File: src/uer_pkg.sv
package uer_pkg;

    // Echo counter width
    localparam int CountWidth = 16;
    // Running product of count and scale
    localparam int ProdWidth = CountWidth + 16;
    // Width used for count against limit compares
    localparam int CmpWidth = (CountWidth > 16) ? CountWidth : 16;

    localparam int DistWidth = 10;
    localparam int DigitWidth = 4;
    localparam int CfgIdxWidth = 2;
    localparam int CfgDataWidth = 16;

    localparam logic [DistWidth-1:0] DistMax = 10'd999;

    // Reciprocal constants for the decimal split
    localparam logic [15:0] RecipHundred = 16'd41;
    localparam logic [14:0] RecipTen = 15'd205;
    localparam logic [9:0] Hundred = 10'd100;
    localparam logic [6:0] Ten = 7'd10;

    // Register indexes on the configuration channel
    localparam logic [CfgIdxWidth-1:0] CFG_HALF_PERIOD = 2'd0;
    localparam logic [CfgIdxWidth-1:0] CFG_TOGGLE_COUNT = 2'd1;
    localparam logic [CfgIdxWidth-1:0] CFG_SCALE = 2'd2;
    localparam logic [CfgIdxWidth-1:0] CFG_TIMEOUT = 2'd3;

    // Reset values of the configuration registers
    localparam logic [7:0] HalfPeriodReset = 8'd12;
    localparam logic [6:0] ToggleCountReset = 7'd16;
    localparam logic [15:0] ScaleReset = 16'd1114;
    localparam logic [15:0] TimeoutReset = 16'd65535;

    typedef enum logic [1:0] {
        PH_IDLE = 2'd0,
        PH_BURST = 2'd1,
        PH_LISTEN = 2'd2
    } phase_t;

    typedef struct packed {
        logic [7:0] half_period_ticks;
        logic [6:0] toggle_count;
        logic [15:0] scale_q16;
        logic [15:0] timeout_ticks;
    } cfg_t;

    // Result of the ranging core, ahead of the digit split
    typedef struct packed {
        logic tx_level;
        logic busy_res;
        logic done_res;
        logic [DistWidth-1:0] distance_cm;
        logic out_of_range;
    } core_res_t;

endpackage

File: src/uer_if.sv
// Tick channel: one beat per microsecond tick
interface uer_tick_if;
    logic valid;
    logic ready;
    logic start_req;
    logic echo;

    modport source (output valid, output start_req, output echo, input ready);
    modport sink (input valid, input start_req, input echo, output ready);
endinterface

// Result channel: one beat per tick
interface uer_result_if;
    logic valid;
    logic ready;
    logic tx_level;
    logic busy_res;
    logic done_res;
    logic [uer_pkg::DistWidth-1:0] distance_cm;
    logic out_of_range;
    logic [uer_pkg::DigitWidth-1:0] digit_hundreds;
    logic [uer_pkg::DigitWidth-1:0] digit_tens;
    logic [uer_pkg::DigitWidth-1:0] digit_ones;

    modport source (
        output valid, output tx_level, output busy_res, output done_res,
        output distance_cm, output out_of_range,
        output digit_hundreds, output digit_tens, output digit_ones,
        input ready
    );
    modport sink (
        input valid, input tx_level, input busy_res, input done_res,
        input distance_cm, input out_of_range,
        input digit_hundreds, input digit_tens, input digit_ones,
        output ready
    );
endinterface

// Configuration write channel
interface uer_cfg_if;
    logic valid;
    logic ready;
    logic [uer_pkg::CfgIdxWidth-1:0] index;
    logic [uer_pkg::CfgDataWidth-1:0] data;

    modport source (output valid, output index, output data, input ready);
    modport sink (input valid, input index, input data, output ready);
endinterface

File: src/uer_core.sv
module uer_core (
    input  logic              clk,
    input  logic              rst_n,
    input  uer_pkg::cfg_t     cfg,
    input  logic              in_valid,
    input  logic              in_start,
    input  logic              in_echo,
    output logic              in_ready,
    output logic              res_valid,
    input  logic              res_ready,
    output uer_pkg::core_res_t res
);

    localparam logic [uer_pkg::CountWidth-1:0] CountMax = {uer_pkg::CountWidth{1'b1}};

    uer_pkg::phase_t phase_reg, phase_next;
    logic [uer_pkg::CountWidth-1:0] tick_count_reg, tick_count_next;
    logic [6:0] toggles_left_reg, toggles_left_next;
    logic tx_reg, tx_next;
    logic [uer_pkg::DistWidth-1:0] distance_reg, distance_next;
    logic range_flag_reg, range_flag_next;
    logic done_next;

    logic res_valid_reg;
    uer_pkg::core_res_t res_reg;
    logic advance;

    assign in_ready = !res_valid_reg || res_ready;
    assign advance = in_valid && in_ready;

    // Next state for one tick
    always_comb
    begin
        logic [7:0] hp;
        logic [7:0] tc8;
        logic [6:0] tl_dec;
        logic [uer_pkg::CountWidth-1:0] tc_inc;
        logic [uer_pkg::ProdWidth-1:0] prod;
        logic [uer_pkg::CountWidth-1:0] dist_raw;

        phase_next = phase_reg;
        tick_count_next = tick_count_reg;
        toggles_left_next = toggles_left_reg;
        tx_next = tx_reg;
        distance_next = distance_reg;
        range_flag_next = range_flag_reg;
        done_next = 1'b0;

        hp = (cfg.half_period_ticks == 8'd0) ? 8'd1 : cfg.half_period_ticks;
        tc8 = tick_count_reg[7:0] + 8'd1;
        tl_dec = toggles_left_reg - 7'd1;
        tc_inc = (tick_count_reg < CountMax) ? tick_count_reg + 1'b1 : tick_count_reg;
        // Count times scale, Q16
        prod = uer_pkg::ProdWidth'(tick_count_reg) * uer_pkg::ProdWidth'(cfg.scale_q16);
        dist_raw = prod[uer_pkg::ProdWidth-1:16];

        case (phase_reg)
            uer_pkg::PH_BURST:
            begin
                if (toggles_left_reg == 7'd0)
                begin
                    phase_next = uer_pkg::PH_LISTEN;
                    tick_count_next = '0;
                end
                else if (tc8 >= hp)
                begin
                    tx_next = !tx_reg;
                    tick_count_next = '0;
                    toggles_left_next = tl_dec;
                    if (tl_dec == 7'd0)
                    begin
                        phase_next = uer_pkg::PH_LISTEN;
                    end
                end
                else
                begin
                    tick_count_next = uer_pkg::CountWidth'(tc8);
                end
            end
            uer_pkg::PH_LISTEN:
            begin
                if (!in_echo)
                begin
                    // Echo back: scale the count
                    if (uer_pkg::CmpWidth'(dist_raw) > uer_pkg::CmpWidth'(uer_pkg::DistMax))
                    begin
                        distance_next = uer_pkg::DistMax;
                        range_flag_next = 1'b1;
                    end
                    else
                    begin
                        distance_next = uer_pkg::DistWidth'(dist_raw);
                        range_flag_next = 1'b0;
                    end
                    phase_next = uer_pkg::PH_IDLE;
                    tick_count_next = '0;
                    done_next = 1'b1;
                end
                else if (uer_pkg::CmpWidth'(tc_inc) >= uer_pkg::CmpWidth'(cfg.timeout_ticks)
                         || tc_inc == CountMax)
                begin
                    // Timeout or counter full
                    distance_next = uer_pkg::DistMax;
                    range_flag_next = 1'b1;
                    phase_next = uer_pkg::PH_IDLE;
                    tick_count_next = '0;
                    done_next = 1'b1;
                end
                else
                begin
                    tick_count_next = tc_inc;
                end
            end
            default:
            begin
                phase_next = uer_pkg::PH_IDLE;
                if (in_start)
                begin
                    phase_next = uer_pkg::PH_BURST;
                    tx_next = 1'b0;
                    tick_count_next = '0;
                    toggles_left_next = cfg.toggle_count;
                end
            end
        endcase
    end

    // Ranging state, moves once per accepted tick
    always_ff @(posedge clk or negedge rst_n)
    begin
        if (!rst_n)
        begin
            phase_reg <= uer_pkg::PH_IDLE;
            tick_count_reg <= '0;
            toggles_left_reg <= '0;
            tx_reg <= 1'b0;
            distance_reg <= '0;
            range_flag_reg <= 1'b0;
        end
        else if (advance)
        begin
            phase_reg <= phase_next;
            tick_count_reg <= tick_count_next;
            toggles_left_reg <= toggles_left_next;
            tx_reg <= tx_next;
            distance_reg <= distance_next;
            range_flag_reg <= range_flag_next;
        end
    end

    // Result valid flag
    always_ff @(posedge clk or negedge rst_n)
    begin
        if (!rst_n)
        begin
            res_valid_reg <= 1'b0;
        end
        else if (in_ready)
        begin
            res_valid_reg <= in_valid;
        end
    end

    // Result payload
    always_ff @(posedge clk)
    begin
        if (advance)
        begin
            res_reg.tx_level <= tx_next;
            res_reg.busy_res <= (phase_next != uer_pkg::PH_IDLE);
            res_reg.done_res <= done_next;
            res_reg.distance_cm <= distance_next;
            res_reg.out_of_range <= range_flag_next;
        end
    end

    assign res_valid = res_valid_reg;
    assign res = res_reg;

    // A finished measurement leaves the block idle
    a_done_not_busy: assert property (@(posedge clk) disable iff (!rst_n)
        res_valid_reg && res_reg.done_res |-> !res_reg.busy_res)
        else $error("done beat shows busy");

    // Distance never exceeds the display limit
    a_dist_limit: assert property (@(posedge clk) disable iff (!rst_n)
        res_valid_reg |-> res_reg.distance_cm <= uer_pkg::DistMax)
        else $error("distance above limit");

    // Out-of-range always reports the saturated distance
    a_oor_dist: assert property (@(posedge clk) disable iff (!rst_n)
        res_valid_reg && res_reg.out_of_range |-> res_reg.distance_cm == uer_pkg::DistMax)
        else $error("out of range without saturated distance");

    // State holds while no tick is taken
    a_state_hold: assert property (@(posedge clk) disable iff (!rst_n)
        !advance |=> $stable(phase_reg) && $stable(tick_count_reg) && $stable(tx_reg))
        else $error("state moved without a tick");

endmodule

File: src/uer_digits.sv
module uer_digits (
    input  logic               clk,
    input  logic               rst_n,
    input  logic               in_valid,
    output logic               in_ready,
    input  uer_pkg::core_res_t in_res,
    uer_result_if.source       result
);

    logic valid_reg;
    uer_pkg::core_res_t res_reg;
    logic [uer_pkg::DigitWidth-1:0] hund_reg, tens_reg, ones_reg;
    logic [uer_pkg::DigitWidth-1:0] hund_next, tens_next, ones_next;

    assign in_ready = !valid_reg || result.ready;

    // Decimal split by reciprocal multiply, valid for 0..999
    always_comb
    begin
        logic [15:0] h_mul;
        logic [9:0] h_x100;
        logic [9:0] rem10;
        logic [6:0] rem;
        logic [14:0] t_mul;
        logic [6:0] t_x10;
        logic [6:0] o7;

        h_mul = 16'(in_res.distance_cm) * uer_pkg::RecipHundred;
        hund_next = h_mul[15:12];
        h_x100 = 10'(hund_next) * uer_pkg::Hundred;
        rem10 = in_res.distance_cm - h_x100;
        rem = rem10[6:0];
        t_mul = 15'(rem) * uer_pkg::RecipTen;
        tens_next = t_mul[14:11];
        t_x10 = 7'(tens_next) * uer_pkg::Ten;
        o7 = rem - t_x10;
        ones_next = o7[3:0];
    end

    // Output valid flag
    always_ff @(posedge clk or negedge rst_n)
    begin
        if (!rst_n)
        begin
            valid_reg <= 1'b0;
        end
        else if (in_ready)
        begin
            valid_reg <= in_valid;
        end
    end

    // Output payload
    always_ff @(posedge clk)
    begin
        if (in_valid && in_ready)
        begin
            res_reg <= in_res;
            hund_reg <= hund_next;
            tens_reg <= tens_next;
            ones_reg <= ones_next;
        end
    end

    assign result.valid = valid_reg;
    assign result.tx_level = res_reg.tx_level;
    assign result.busy_res = res_reg.busy_res;
    assign result.done_res = res_reg.done_res;
    assign result.distance_cm = res_reg.distance_cm;
    assign result.out_of_range = res_reg.out_of_range;
    assign result.digit_hundreds = hund_reg;
    assign result.digit_tens = tens_reg;
    assign result.digit_ones = ones_reg;

endmodule

File: src/ultrasonic_echo_ranger.sv
// Channel   Role  Beat carries
// tick      sink  start_req, echo (one beat per 1 us tick)
// result    src   tx_level, busy_res, done_res, distance_cm, out_of_range, digits
// cfg       sink  index, data (register write, always ready)
//
// One tick beat in and one result beat out per cycle while result is ready.
// Three register stages: tick register, ranging core, digit split.
// The ranging state updates once per accepted tick; the distance comes
// from one product of the held count and the scale, taken on the echo tick.
// A stall on result backs up through the three stages to tick.ready.
// rst_n clears all control state and loads the register defaults.
module ultrasonic_echo_ranger (
    input  logic          clk,
    input  logic          rst_n,
    uer_tick_if.sink      tick,
    uer_result_if.source  result,
    uer_cfg_if.sink       cfg
);

    uer_pkg::cfg_t cfg_reg;

    logic tick_valid_reg;
    logic start_reg;
    logic echo_reg;
    logic core_ready;

    logic core_valid;
    logic dig_ready;
    uer_pkg::core_res_t core_res;

    // Configuration registers
    assign cfg.ready = 1'b1;

    always_ff @(posedge clk or negedge rst_n)
    begin
        if (!rst_n)
        begin
            cfg_reg.half_period_ticks <= uer_pkg::HalfPeriodReset;
            cfg_reg.toggle_count <= uer_pkg::ToggleCountReset;
            cfg_reg.scale_q16 <= uer_pkg::ScaleReset;
            cfg_reg.timeout_ticks <= uer_pkg::TimeoutReset;
        end
        else if (cfg.valid)
        begin
            case (cfg.index)
                uer_pkg::CFG_HALF_PERIOD:  cfg_reg.half_period_ticks <= cfg.data[7:0];
                uer_pkg::CFG_TOGGLE_COUNT: cfg_reg.toggle_count <= cfg.data[6:0];
                uer_pkg::CFG_SCALE:        cfg_reg.scale_q16 <= cfg.data;
                uer_pkg::CFG_TIMEOUT:      cfg_reg.timeout_ticks <= cfg.data;
                default:                   cfg_reg <= cfg_reg;
            endcase
        end
    end

    // Tick input register
    assign tick.ready = !tick_valid_reg || core_ready;

    always_ff @(posedge clk or negedge rst_n)
    begin
        if (!rst_n)
        begin
            tick_valid_reg <= 1'b0;
        end
        else if (tick.ready)
        begin
            tick_valid_reg <= tick.valid;
        end
    end

    always_ff @(posedge clk)
    begin
        if (tick.valid && tick.ready)
        begin
            start_reg <= tick.start_req;
            echo_reg <= tick.echo;
        end
    end

    uer_core u_core (
        .clk       (clk),
        .rst_n     (rst_n),
        .cfg       (cfg_reg),
        .in_valid  (tick_valid_reg),
        .in_start  (start_reg),
        .in_echo   (echo_reg),
        .in_ready  (core_ready),
        .res_valid (core_valid),
        .res_ready (dig_ready),
        .res       (core_res)
    );

    uer_digits u_digits (
        .clk      (clk),
        .rst_n    (rst_n),
        .in_valid (core_valid),
        .in_ready (dig_ready),
        .in_res   (core_res),
        .result   (result)
    );

endmodule
File: src/flat_wrapper.sv
// flat-port wrapper written by rule: the top's interface ports become plain ports
module ultrasonic_echo_ranger_flat 
  (clk, rst_n, tick_valid, tick_start_req, tick_echo, tick_ready, result_valid, result_tx_level, result_busy_res, result_done_res, result_distance_cm, result_out_of_range, result_digit_hundreds, result_digit_tens, result_digit_ones, result_ready, cfg_valid, cfg_index, cfg_data, cfg_ready);
  uer_tick_if tick_i ();
  uer_result_if result_i ();
  uer_cfg_if cfg_i ();
  input  logic clk;
  input  logic rst_n;
  input wire logic [$bits(tick_i.valid)-1:0] tick_valid;
  input wire logic [$bits(tick_i.start_req)-1:0] tick_start_req;
  input wire logic [$bits(tick_i.echo)-1:0] tick_echo;
  output wire logic [$bits(tick_i.ready)-1:0] tick_ready;
  output wire logic [$bits(result_i.valid)-1:0] result_valid;
  output wire logic [$bits(result_i.tx_level)-1:0] result_tx_level;
  output wire logic [$bits(result_i.busy_res)-1:0] result_busy_res;
  output wire logic [$bits(result_i.done_res)-1:0] result_done_res;
  output wire logic [$bits(result_i.distance_cm)-1:0] result_distance_cm;
  output wire logic [$bits(result_i.out_of_range)-1:0] result_out_of_range;
  output wire logic [$bits(result_i.digit_hundreds)-1:0] result_digit_hundreds;
  output wire logic [$bits(result_i.digit_tens)-1:0] result_digit_tens;
  output wire logic [$bits(result_i.digit_ones)-1:0] result_digit_ones;
  input wire logic [$bits(result_i.ready)-1:0] result_ready;
  input wire logic [$bits(cfg_i.valid)-1:0] cfg_valid;
  input wire logic [$bits(cfg_i.index)-1:0] cfg_index;
  input wire logic [$bits(cfg_i.data)-1:0] cfg_data;
  output wire logic [$bits(cfg_i.ready)-1:0] cfg_ready;
  assign tick_i.valid = tick_valid;
  assign tick_i.start_req = tick_start_req;
  assign tick_i.echo = tick_echo;
  assign tick_ready = tick_i.ready;
  assign result_valid = result_i.valid;
  assign result_tx_level = result_i.tx_level;
  assign result_busy_res = result_i.busy_res;
  assign result_done_res = result_i.done_res;
  assign result_distance_cm = result_i.distance_cm;
  assign result_out_of_range = result_i.out_of_range;
  assign result_digit_hundreds = result_i.digit_hundreds;
  assign result_digit_tens = result_i.digit_tens;
  assign result_digit_ones = result_i.digit_ones;
  assign result_i.ready = result_ready;
  assign cfg_i.valid = cfg_valid;
  assign cfg_i.index = cfg_index;
  assign cfg_i.data = cfg_data;
  assign cfg_ready = cfg_i.ready;
  ultrasonic_echo_ranger u_core (.clk(clk), .rst_n(rst_n), .tick(tick_i), .result(result_i), .cfg(cfg_i));
endmodule
File: config.mk
export PLATFORM = sky130hd
export DESIGN_NAME = ultrasonic_echo_ranger_flat
export DESIGN_NICKNAME = d
export VERILOG_FILES = /design/src/uer_pkg.sv /design/src/uer_if.sv /design/src/uer_core.sv /design/src/uer_digits.sv /design/src/ultrasonic_echo_ranger.sv /design/src/flat_wrapper.sv
export SDC_FILE = /design/constraint.sdc
export NUM_CORES = 1
export LEC_CHECK = 0
export ABC_AREA = 1
export BUFFER_PORTS_ARGS = -buffer_cell sky130_fd_sc_hd__buf_2
export CORE_MARGIN = 3
export CORE_UTILIZATION = 50
export DETAILED_ROUTE_END_ITERATION = 10
export PLACE_DENSITY = 0.72
export REMOVE_ABC_BUFFERS = 1
export SLEW_MARGIN = 20
export SYNTH_ARGS = -nofsm -noshare
export SYNTH_HDL_FRONTEND = slang
export SYNTH_SLANG_ARGS = --single-unit
File: constraint.sdc
create_clock -name clk -period 6.9 [get_ports clk]
set_input_delay 0.69 -clock clk [delete_from_list [all_inputs] [get_ports clk]]
set_output_delay 0.69 -clock clk [all_outputs]
set_load 0.05 [all_outputs]
Yosys cells after proc, flatten, opt, wreduce, memory -nomap -nowiden
Cells that the tools add are included.

Add/subtract/negate cells: 5. Multipliers: 5. Magnitude comparators: 4. Eq/ne operators: 8. Multiplexer cells: 33. Bitwise gates (word level): 1. Reduce and logical (&&, ||, !) cells: 24.

Operator list (count): $mux W16 (4); $mux W10 (4); $mul A16 B16 Y32 (1); $pmux W16 S2 (1); $mux W8 (3); $mux W7 (3); $add A16 B1 Y16 const B (1); $eq A16 B16 Y1 const B (1); $ge A16 B16 Y1 (1); $gt A16 B10 Y1 const B (1); $lt A16 B16 Y1 const B (1); $mul A10 B6 Y16 const B (1); $mul A7 B8 Y15 const B (1); $logic_not A7 Y1 (2); $pmux W7 S2 (1); $mux W1 (10); $mux W2 (5); $reduce_and A2 Y1 (5); $add A8 B1 Y8 const B (1); $ge A8 B8 Y1 (1); $logic_not A8 Y1 (1); $sub A7 B1 Y7 const B (1); $sub A7 B7 Y7 (1); $eq A2 B2 Y1 const B (3); other kinds (15) (26).

Register bits: 129. Input bits: 25. Output and inout bits: 29. Logic and storage cells: 108.

Logic depth before layout (Yosys ltp)
Gate-level depths: netlist of run 1.

Word-level depth: 8. Depth in mapped cells: 37. Mapped depth without buffers: 37.

By module
Synthesis of run 1 repeated with hierarchy kept, for this count alone.

Cell total of the unflattened synthesis: 2402. Area total of the unflattened synthesis: 18113.6 µm².

By module, submodules not included: uer_core (instances 1, cells an instance 1882, area each 13148.9 µm², seq. area each 1371.3 µm²); uer_digits (instances 1, cells an instance 299, area each 2796.4 µm², seq. area each 775.7 µm²); ultrasonic_echo_ranger (instances 1, cells an instance 221, area each 2168.3 µm², seq. area each 1291.2 µm²).

Worst setup path after synthesis of run 1
No wires, ideal clock.

Path kind: flip-flop to flip-flop. Start point: register u_core.u_core.res_reg (netlist bit u_core.u_core.res[5]). End point: register u_core.u_digits.ones_reg (netlist bit u_core.u_digits.result.digit_ones[3]) (data pin). Setup time: 0.254 ns. Arrival: 7.131 ns. Required time: 6.646 ns. Path slack: -0.485 ns. Cell stages (with the launch flop): 36. Buffers on the path: 0. Period minus slack after synthesis: 7.385 ns. Path through: edfxtp_1 ha_1 fa_1 ha_1 ha_1 a21oi_1 o21ai_0 nand2_1 nand2_1 a21o_1 xor2_1 inv_1 fa_1 inv_1 nand4_1 nand3b_1 xor2_1 ha_1 ha_1 fa_1 inv_1 fa_1 inv_1 ha_1 nand2_1 nor2_1 o21ai_0 nand2_1 xor2_1 inv_1 ha_1 fa_1 xnor2_1 xor2_1 xor2_1 inv_1.

Word-level cells in the longest chain between the ends: 6.

RTL lines: start: declaration (line uer_core.sv:25) `uer_pkg::core_res_t res_reg;`; $mul A10 B6 Y16 (line uer_digits.sv:28) `h_mul = 16'(in_res.distance_cm) * uer_pkg::RecipHundred;`; named net u_core.u_digits.hund_next, one bit (line uer_digits.sv:13) `logic [uer_pkg::DigitWidth-1:0] hund_next, tens_next, ones_next;`; $mul A4 B5 Y5 (line uer_digits.sv:30) `h_x100 = 10'(hund_next) * uer_pkg::Hundred;`; $sub A7 B7 Y7 (line uer_digits.sv:31) `rem10 = in_res.distance_cm - h_x100;`; $mul A7 B8 Y15 (line uer_digits.sv:33) `t_mul = 15'(rem) * uer_pkg::RecipTen;`; named net u_core.u_digits.tens_next, one bit (line uer_digits.sv:13); $mul A4 B3 Y3 (line uer_digits.sv:35) `t_x10 = 7'(tens_next) * uer_pkg::Ten;`; $sub A4 B4 Y4 (line uer_digits.sv:36) `o7 = rem - t_x10;`; named net u_core.u_digits.ones_next, one bit (line uer_digits.sv:13); end signal: assignment (line uer_digits.sv:61) `ones_reg <= ones_next;`; end: declaration (line uer_digits.sv:12) `logic [uer_pkg::DigitWidth-1:0] hund_reg, tens_reg, ones_reg;`.

The timed path passes the listed nets, and every way through them passes these cells. A chain may end at the register's enable or synchronous reset.

Worst setup path in the final report of run 1
Ends and elaborated chain as after synthesis.

==> results of run 1 <==
==> how the worst max path moves through the flow <==
stage	startpoint	end	slack, ns	cells after the start
finish	u_core.u_core.res[5]	u_core.u_digits.result.digit_ones[3]	-0.65	35
detailed placement	u_core.u_core.res[5]	u_core.u_digits.result.digit_ones[3]	-0.98	35
CTS	u_core.u_core.res[5]	u_core.u_digits.result.digit_ones[3]	-0.71	35
global placement	u_core.u_core.res[5]	u_core.u_digits.result.digit_ones[3]	-0.70	35
global route	u_core.u_core.res[5]	u_core.u_digits.result.digit_ones[3]	-0.99	35
floorplan	u_core.u_core.res[5]	u_core.u_digits.result.digit_ones[3]	-0.48	35
==> stage by stage <==
step | utilization | instance area (um2) | setup TNS [ns] | hold WS (ns) | std cells
floorplan | - | 16900 | -0.564 | 0.394 | 2160
global placement | 0.542 | 18300 | -0.963 | 0.400 | 2736
detailed placement | 0.542 | 18300 | -1.69 | 0.405 | 2736
CTS | 0.566 | 19100 | -1.05 | 0.105 | 2772
global route | 0.583 | 19700 | -1.83 | 0.117 | 2795
finish | 0.583 | 19700 | -0.895 | 0.108 | 2795
==> final cells by class <==
type | instances | area (um2) | area share
clock inverters | 15 | 169 | 0.00858
repair buffers | 155 | 1060 | 0.0538
well taps | 448 | 561 | 0.0285
multi-input cells | 1464 | 11900 | 0.603
inverters | 568 | 2130 | 0.108
clock buffers | 17 | 425 | 0.0216
flip-flops and latches | 128 | 3470 | 0.176
==> routing by layer <==
layer  global-route usage  routed length (um)
met5                    0                   0
met1                0.299               17500
met3               0.0429                2510
met2                0.418               21800
met4               0.0765                1330
==> timing repair <==
action / in CTS / in global routing
gates cloned: 0 / 1
gates resized for setup: 28 / 81
buffers inserted: 4 / 22
setup endpoints to repair: 5 / 29
pin swaps: 36 / 48
==> Yosys cell counts, types with 3 or more instances <==
master    count  area share
nand4_1      15      0.0054
fa_1        207        0.24
o21ai_1       3     0.00087
xnor2_1       8      0.0041
and2_1        3      0.0011
nand3b_1      9      0.0039
or2_2         4      0.0014
inv_1       560        0.12
buf_4         5      0.0022
nor3_1       10      0.0029
nand2_2      10      0.0036
a21o_1        5      0.0022
dfrtp_1      63       0.091
inv_2         8      0.0017
dfstp_2      24       0.036
a21oi_1      42       0.012
nand2_1     641        0.14
ha_1        201        0.15
buf_2        11      0.0032
clkbuf_1     52       0.011
o22ai_1       7      0.0025
buf_1        12      0.0026
o211ai_1      6      0.0026
nor2_1       86       0.019
xor2_1       30       0.015
edfxtp_1     41       0.071
o21ai_0      84       0.024
nand3_1      70       0.020
==> cell families (layout without fill, tap and decap cells) <==
group | Yosys count | after routing
other cells | 1 | 1
compound gates | 158 | 158
buf+inv | 651 | 755
simple gates | 859 | 859
flops | 128 | 128
fa+ha+maj | 408 | 408
xor+xnor | 38 | 38
==> impl_metrics.json, run 1 <==
{
  "cts.sinks": 128,
  "synth-seq-cells": 128,
  "tightest_slew_ns": 1.03,
  "finalCriticalPeriod_ns": 7.55,
  "crit_slowest_cell": "fa_1",
  "ys_types": 47,
  "layout-drive-gt1-share": 0.143,
  "routed_wirelength_um": 43100,
  "drt_iter0_drc": 998,
  "clk_pin_slew_worst_paths_ns": 0.06,
  "cp_num_buf_inv": 5,
  "slew_headroom": 0.310,
  "clock.fmax_mhz": 132,
  "r2r-end": "u_core.u_digits.result.digit_ones[3]",
  "syn_inst": 2243,
  "syn_area_um2": 17300,
  "status": "finished, violations left",
  "fin_skew_ns": 0.0102,
  "io_pins": 54,
  "synth_flop_cell": "dfrtp_1",
  "dieArea_um2": 36800,
  "hpwl_um": 33100,
  "most-common-layout-cells": "634 x nand2_1, 549 x inv_1, 203 x fa_1",
  "synth_compound_area_frac": 0.0495,
  "cp-start-kind": "flop",
  "avgSynthCellArea_um2": 7.71,
  "die_h_um": 192,
  "final_common_cell": "nand2_1",
  "synth_warnings": 0,
  "synth-xor-area-share": 0.0193,
  "crit_path_max_incr_delay_ns": 0.55,
  "reg2reg_depth": 35,
  "rows": 67,
  "finalNetCount": 2767,
  "crit_path_end_kind": "flop",
  "yosysSeqAreaShare": 0.199,
  "critPathKind": "flop to flop",
  "clkLatencyLatePin_ns": 0.44,
  "rsz0062_at_grt": "true",
  "final_hold_viol_count": 0,
  "first_pass_iters": 5,
  "holdBufCountCts": 0,
  "nFillCells": 3016,
  "synthAdderAreaFrac": 0.385,
  "antenna_cells": 0,
  "largest_reg_flops": 47,
  "via_count": 14300,
  "grt_max_degree": 74,
  "synth.mux.area_fraction": 0,
  "io_buffer_count": 52,
  "rrSetupSlack_ns": -0.65,
  "htreeDepth": 4,
  "grtUsageTotal": 0.239,
  "area_growth_pct": 13.9,
  "cts_made_buffers": 17,
  "drc": 0,
  "antenna_left": 0,
  "yosys.area_share.simple": 0.203,
  "wl_per_cell_um": 15.4,
  "synth_top_family_by_area": "adder cells",
  "min_period_over_period": 1.09,
  "reg2reg_from": "u_core.u_core.res[5]",
  "gp_congestion": 0.938,
  "die_w_um": 192,
  "crit_family": "adder cells",
  "antenna_found_initial": 0,
  "finalSetupViolCount": 2,
  "critPathArrivalTime_ns": 7.75,
  "cp_common_cell": "ha_4",
  "violations": "setup timing",
  "cts_tree": "done",
  "grt-ovfl-total": 0,
  "core-area_um2": 33800,
  "grt_pass1_wl_um": 70000,
  "hold_path.class": "input pin to asynchronous set/reset pin",
  "first_global_vias": 14700,
  "synth_edf_count": 41,
  "cts_buffer_depth": 2,
  "slew_viol_final": 0,
  "fin_ws_ns": -0.652,
  "cap_viol_max_count": 0,
  "cp.required_ns": 7.09,
  "via_per_inst": 5.13,
  "cts-root-buf": "clkbuf_16",
  "synth_async_sr_flop_share": 0.680,
  "initial_core_util": 0.512,
  "critPathMaxFanout": 3,
  "pre_cts_slack_ns": -0.983
}
Power of run 1 is not shown: default switching activity piles up to over one toggle a cycle in this logic, so the estimate is an artifact.
==> run 2, diff against run 1 <==
--- a/config.mk
+++ b/config.mk
@@ -15,4 +15,6 @@
 export SLEW_MARGIN = 20
 export SYNTH_ARGS = -nofsm -noshare
 export SYNTH_HDL_FRONTEND = slang
+export SYNTH_HIERARCHICAL = 1
 export SYNTH_SLANG_ARGS = --single-unit
+export TNS_END_PERCENT = 30
==> run 2 against run 1 <==
  * The run still ends with setup timing left
  * Synthesized cell count increased by 7.1%
  * Largest cell class unchanged
  * Non-clock buffer count rose by 17
  * Core utilization down 0.61 points
  * Wire length increased by 8.2%
  * Via count is 7.8% higher
  * Cell count up 6.5%
  * Critical path depth is 7 higher
  * Register-to-register slack improved by 0.27 ns
==> impl_metrics.json, run 2 <==
{
  "status": "finished, violations left",
  "violations": "setup timing",
  "critPathKind": "flop to flop",
  "ys_types": 52,
  "placed_cells": 2926,
  "synth_async_sr_flop_share": 0.680,
  "synth_edf_count": 41,
  "layout-drive-gt1-share": 0.143,
  "dr_wl_met3_um": 2410,
  "clock.fmax_mhz": 137,
  "die_w_um": 196,
  "critPathArrivalTime_ns": 7.48,
  "antenna_cells": 0,
  "critPathLaunch": "u_core/u_core/res[7]",
  "rrSetupSlack_ns": -0.38,
  "io_pins": 54,
  "cts-root-buf": "clkbuf_16",
  "finalNetCount": 2936,
  "wl_per_cell_um": 15.7,
  "initial_core_util": 0.508,
  "min_period_over_period": 1.06,
  "dr_wl_met2_um": 23600,
  "synth.mux.area_fraction": 0,
  "reg2reg_from": "u_core/u_core/res[7]",
  "highest_layer": "met4",
  "slew_headroom": 0.344,
  "hold_ws_ns": 0.242,
  "via_per_inst": 5.19,
  "grt_pass1_wl_um": 76900,
  "grt_max_degree": 52,
  "synthTopCellsByCount": "738 x nand2_1, 582 x inv_1, 207 x fa_1, 201 x ha_1, 97 x nor2_1",
  "rsz0062_at_grt": "true",
  "grt-ovfl-total": 0,
  "final_cell_count_no_fill": 2977,
  "cts_buffer_depth": 2,
  "drc": 0,
  "yosys.area.top_type": "fa_1",
  "r2r-end": "u_core/u_digits/result.digit_ones[3]",
  "syn_area_um2": 18100,
  "crit_path_max_incr_delay_ns": 0.53,
  "synth-xor-area-share": 0.0130,
  "crit_path_end_kind": "flop",
  "antenna_left": 0,
  "largest_reg_flops": 47,
  "crit_family": "adder cells",
  "cp-start-kind": "flop",
  "gp_congestion": 0.940,
  "register_area_um2": 3460,
  "fin_ws_ns": -0.381,
  "most-common-layout-cells": "722 x nand2_1, 575 x inv_1, 204 x fa_1",
  "yosys.area_share.simple": 0.243,
  "tightest_slew_ns": 0.983,
  "avgSynthCellArea_um2": 7.54,
  "synth_warnings": 6,
  "core-area_um2": 35700,
  "final_common_cell": "nand2_1",
  "area_growth_pct": 13.5,
  "rows": 69,
  "final_hold_viol_count": 0,
  "finalCriticalPeriod_ns": 7.28,
  "wirelength_met1_um": 19500,
  "yosysSeqAreaShare": 0.190,
  "finalSetupViolCount": 2,
  "cts_tree": "done",
  "cap_viol_max_count": 0,
  "multiInputGateArea_um2": 12500,
  "crit_slowest_cell": "fa_2",
  "clkLatencyLatePin_ns": 0.43,
  "first_global_vias": 16100,
  "hold_path.class": "input pin to asynchronous set/reset pin",
  "synth-seq-cells": 128,
  "cp_common_cell": "nand2_1",
  "synth_flop_cell": "dfrtp_1",
  "io_buffer_count": 52,
  "grtUsageTotal": 0.245,
  "nFillCells": 3166,
  "first_pass_iters": 5,
  "fin_skew_ns": 0.0137,
  "die_h_um": 196,
  "synthTopCellsByArea": "fa_1 23%, nand2_1 15%, ha_1 14%",
  "critPathMaxFanout": 4,
  "cp.required_ns": 7.10,
  "hpwl_um": 36800,
  "syn_inst": 2402,
  "synth_top_family_by_area": "adder cells",
  "cts_made_buffers": 17,
  "cp_num_buf_inv": 6,
  "drt_iter0_drc": 1057,
  "routed_wirelength_um": 46600,
  "netlist.area_leader.share": 0.229,
  "htreeDepth": 4,
  "antenna_found_initial": 0,
  "clk_pin_slew_worst_paths_ns": 0.06,
  "reg2reg_depth": 42,
  "synth_compound_area_frac": 0.0384,
  "dieArea_um2": 38500,
  "via_count": 15500,
  "yosysMostFrequentCell": "nand2_1",
  "worst-path-stages": 42,
  "cts.sinks": 128,
  "synthAdderAreaFrac": 0.368,
  "slew_viol_final": 0
}
run 2: cell types whose count changed after synthesis, moves of 9 or more:
cell,delta
o21ai_0,-52
nand3_1,+9
nor2_1,+11
a21oi_1,+10
nand2_1,+97
xor2_1,-13
inv_1,+22
nand4_1,+46
run 2: how the worst max path moves through the flow:
stage,endpoint,slack (ns)
finish,u_core/u_digits/result.digit_ones[3],-0.38
CTS,u_core/u_digits/result.digit_ones[3],-0.30
detailed placement,u_core/u_digits/result.digit_ones[3],-0.69
global placement,u_core/u_digits/result.digit_ones[3],-0.52
floorplan,u_core/u_digits/result.digit_ones[3],-0.24
global route,u_core/u_digits/result.digit_ones[3],-0.70
run 2: what timing repair did:
action                     CTS  global route
setup endpoints to repair    2            25
pin swaps                   18            31
buffers inserted             5            14
resized for setup           45            43
hold buffers                 0             0
run 2: logic make-up after synthesis:
logic type      count (synthesis)
buf+inv                       679
other cells                     1
flops                         128
fa+ha+maj                     408
compound gates                121
simple gates                 1039
xor+xnor                       26
run 2: area by class of cell:
cell class / instances / area share
multi-input cells: 1595 / 0.606
flip-flops and latches: 128 / 0.168
inverters: 589 / 0.108
repair buffers: 172 / 0.0600
well taps: 461 / 0.0281
clock buffers: 21 / 0.0240
clock inverters: 11 / 0.00603
run 2: per-stage QoR:
| step | util | instance area (um2) | setup slack [ns] | setup TNS (ns) |
|---|---|---|---|---|
| after floorplan | - | 17600 | -0.239 | -0.239 |
| after global placement | 0.541 | 19300 | -0.520 | -0.643 |
| after detailed placement | 0.541 | 19300 | -0.686 | -0.939 |
| after CTS | 0.567 | 20200 | -0.296 | -0.296 |
| after global routing | 0.577 | 20600 | -0.700 | -1.03 |
| final | 0.577 | 20600 | -0.381 | -0.443 |
run 2: layer usage:
metal | track usage | up-vias
met4 | 0.0745 | 0
met2 | 0.436 | 445
li1 | - | 7412
met1 | 0.309 | 7506
met3 | 0.0364 | 92
met5 | 0 | -
Power of run 2 is left out for the same reason.
==> run 3, diff against run 2 <==
--- a/config.mk
+++ b/config.mk
@@ -8,10 +8,11 @@
 export ABC_AREA = 1
 export BUFFER_PORTS_ARGS = -buffer_cell sky130_fd_sc_hd__buf_2
 export CORE_MARGIN = 3
-export CORE_UTILIZATION = 50
+export CORE_UTILIZATION = 59
 export DETAILED_ROUTE_END_ITERATION = 10
-export PLACE_DENSITY = 0.72
+export PLACE_DENSITY = 0.82
 export REMOVE_ABC_BUFFERS = 1
+export SETUP_SLACK_MARGIN = 0.02
 export SLEW_MARGIN = 20
 export SYNTH_ARGS = -nofsm -noshare
 export SYNTH_HDL_FRONTEND = slang
==> run 3 against run 2 <==
  * The run still ends with setup timing left
  * Via count is 2.1% higher
  * Die area is 15% lower
  * Global-route usage is 4.3 points higher
  * Maximum frequency is 1.1% lower
  * Worst setup slack worse by 0.080 ns
  * Worst hold slack better by 0.10 ns
  * Sequential share of layout area is 0.30 points higher
  * Wire length is 1.8% higher
  * Sequential cell count stayed put
  * Clock skew is 0.00097 ns higher
  * Final area is 1.8% lower
==> impl_metrics.json, run 3 (synthesis gave the netlist of run 2 again) <==
{
  "slew_viol_final": 0,
  "r2r-end": "u_core/u_digits/result.digit_ones[3]",
  "fin_ws_ns": -0.461,
  "fin_skew_ns": 0.0147,
  "totalNegativeSetupSlack_ns": -0.637,
  "die_h_um": 181,
  "final_hold_viol_count": 0,
  "status": "finished, violations left",
  "cp-start-kind": "flop",
  "cts-root-buf": "clkbuf_16",
  "most-common-layout-cells": "717 x nand2_1, 574 x inv_1, 205 x fa_1",
  "hpwl_um": 36600,
  "clock.fmax_mhz": 136,
  "clkLatencyLatePin_ns": 0.44,
  "cap_viol_max_count": 0,
  "gp_congestion": 0.989,
  "rrSetupSlack_ns": -0.46,
  "crit_slowest_cell": "fa_1",
  "io_pins": 54,
  "crit_path_end_kind": "flop",
  "via_count": 15800,
  "antenna_cells": 0,
  "cp_common_cell": "nand2_2",
  "drt_iter0_drc": 1064,
  "layout-drive-gt1-share": 0.136,
  "via_per_inst": 5.47,
  "cts_made_buffers": 17,
  "cp.required_ns": 7.10,
  "first_pass_iters": 8,
  "routed_wirelength_um": 47500,
  "drc": 0,
  "htreeDepth": 4,
  "grt_max_degree": 88,
  "crit_path_max_incr_delay_ns": 0.52,
  "grtUsageTotal": 0.288,
  "final_common_cell": "nand2_1",
  "dieArea_um2": 32800,
  "rsz0062_at_grt": "true",
  "critPathKind": "flop to flop",
  "register_area_um2": 3460,
  "reg2reg_depth": 42,
  "violations": "setup timing",
  "grt-ovfl-total": 0,
  "area_growth_pct": 11.5,
  "initial_core_util": 0.605,
  "core-area_um2": 30000,
  "holdBufCountCts": 0,
  "hold_path.class": "input pin to asynchronous set/reset pin",
  "first_global_vias": 16200,
  "critPathArrivalTime_ns": 7.56,
  "cts.sinks": 128,
  "placed_cells": 2833,
  "cts_buffer_depth": 2,
  "io_buffer_count": 52,
  "finalNetCount": 2912,
  "largest_reg_flops": 47,
  "wl_per_cell_um": 16.5,
  "rows": 63,
  "finalCriticalPeriod_ns": 7.36,
  "antenna_found_initial": 0,
  "slew_headroom": 0.368,
  "antenna_left": 0,
  "clk_pin_slew_worst_paths_ns": 0.07,
  "critPathMaxFanout": 4,
  "reg2reg_from": "u_core/u_core/res[3]",
  "nFillCells": 2388,
  "min_period_over_period": 1.07,
  "final_cell_count_no_fill": 2882,
  "finalSetupViolCount": 2,
  "tightest_slew_ns": 0.947,
  "grt_pass1_wl_um": 77600,
  "die_w_um": 181,
  "multiInputGateArea_um2": 12400,
  "cts_tree": "done"
}
## run 3: layer usage
layer  part of all wire  vias to the layer above  GRT usage
met3              0.073                      164     0.0556
met2               0.48                      706      0.486
met1               0.40                     7548      0.366
met4              0.041                        0      0.113
li1                   -                     7357          -
met5                  0                        -          0
## run 3: layout make-up
cell class,count,area share
timing repair buffer,148,0.0495
clock buffer,22,0.0240
sequential,128,0.171
multi-input combinational,1595,0.616
tap,390,0.0242
inverter,589,0.110
clock inverter,10,0.00496
## run 3: worst max-delay path, delay by kind of cell (launching register included)
family,cells,cell delay [ns]
xor+xnor,2,0.38
compound gates,3,0.38
flops,1,0.48
fa+ha+maj,13,4.00
simple gates,18,1.46
buf+inv,6,0.43
## run 3: what timing repair did
item / in CTS / in global routing
endpoints found under the setup margin: 2 / 27
pin swaps: 28 / 35
resized for setup: 47 / 52
gates cloned: 0 / 0
buffers inserted: 13 / 4
## run 3: how the worst max path moves through the flow
stage / startpoint / slack (ns) / cells after the start / endpoint
after floorplan: u_core/u_core/res[5] / -0.24 / 43 / u_core/u_digits/result.digit_ones[3]
after global placement: u_core/u_core/res[5] / -0.49 / 41 / u_core/u_digits/result.digit_ones[3]
after detailed placement: u_core/u_core/res[5] / -0.74 / 42 / u_core/u_digits/result.digit_ones[3]
after CTS: u_core/u_core/res[7] / -0.33 / 40 / u_core/u_digits/result.digit_ones[3]
after global routing: u_core/u_core/res[3] / -0.78 / 43 / u_core/u_digits/result.digit_ones[3]
final: u_core/u_core/res[3] / -0.46 / 42 / u_core/u_digits/result.digit_ones[3]
## run 3: stage by stage
step	worst slack (ns)	cell area (um2)	utilization	hold WS (ns)
global route	-0.778	20200	0.674	0.390
detailed placement	-0.739	19000	0.634	0.407
global placement	-0.487	19000	0.634	0.415
finish	-0.461	20200	0.674	0.343
CTS	-0.331	20000	0.666	0.401
floorplan	-0.239	17600	-	0.394
Power of run 3 is left out for the same reason.
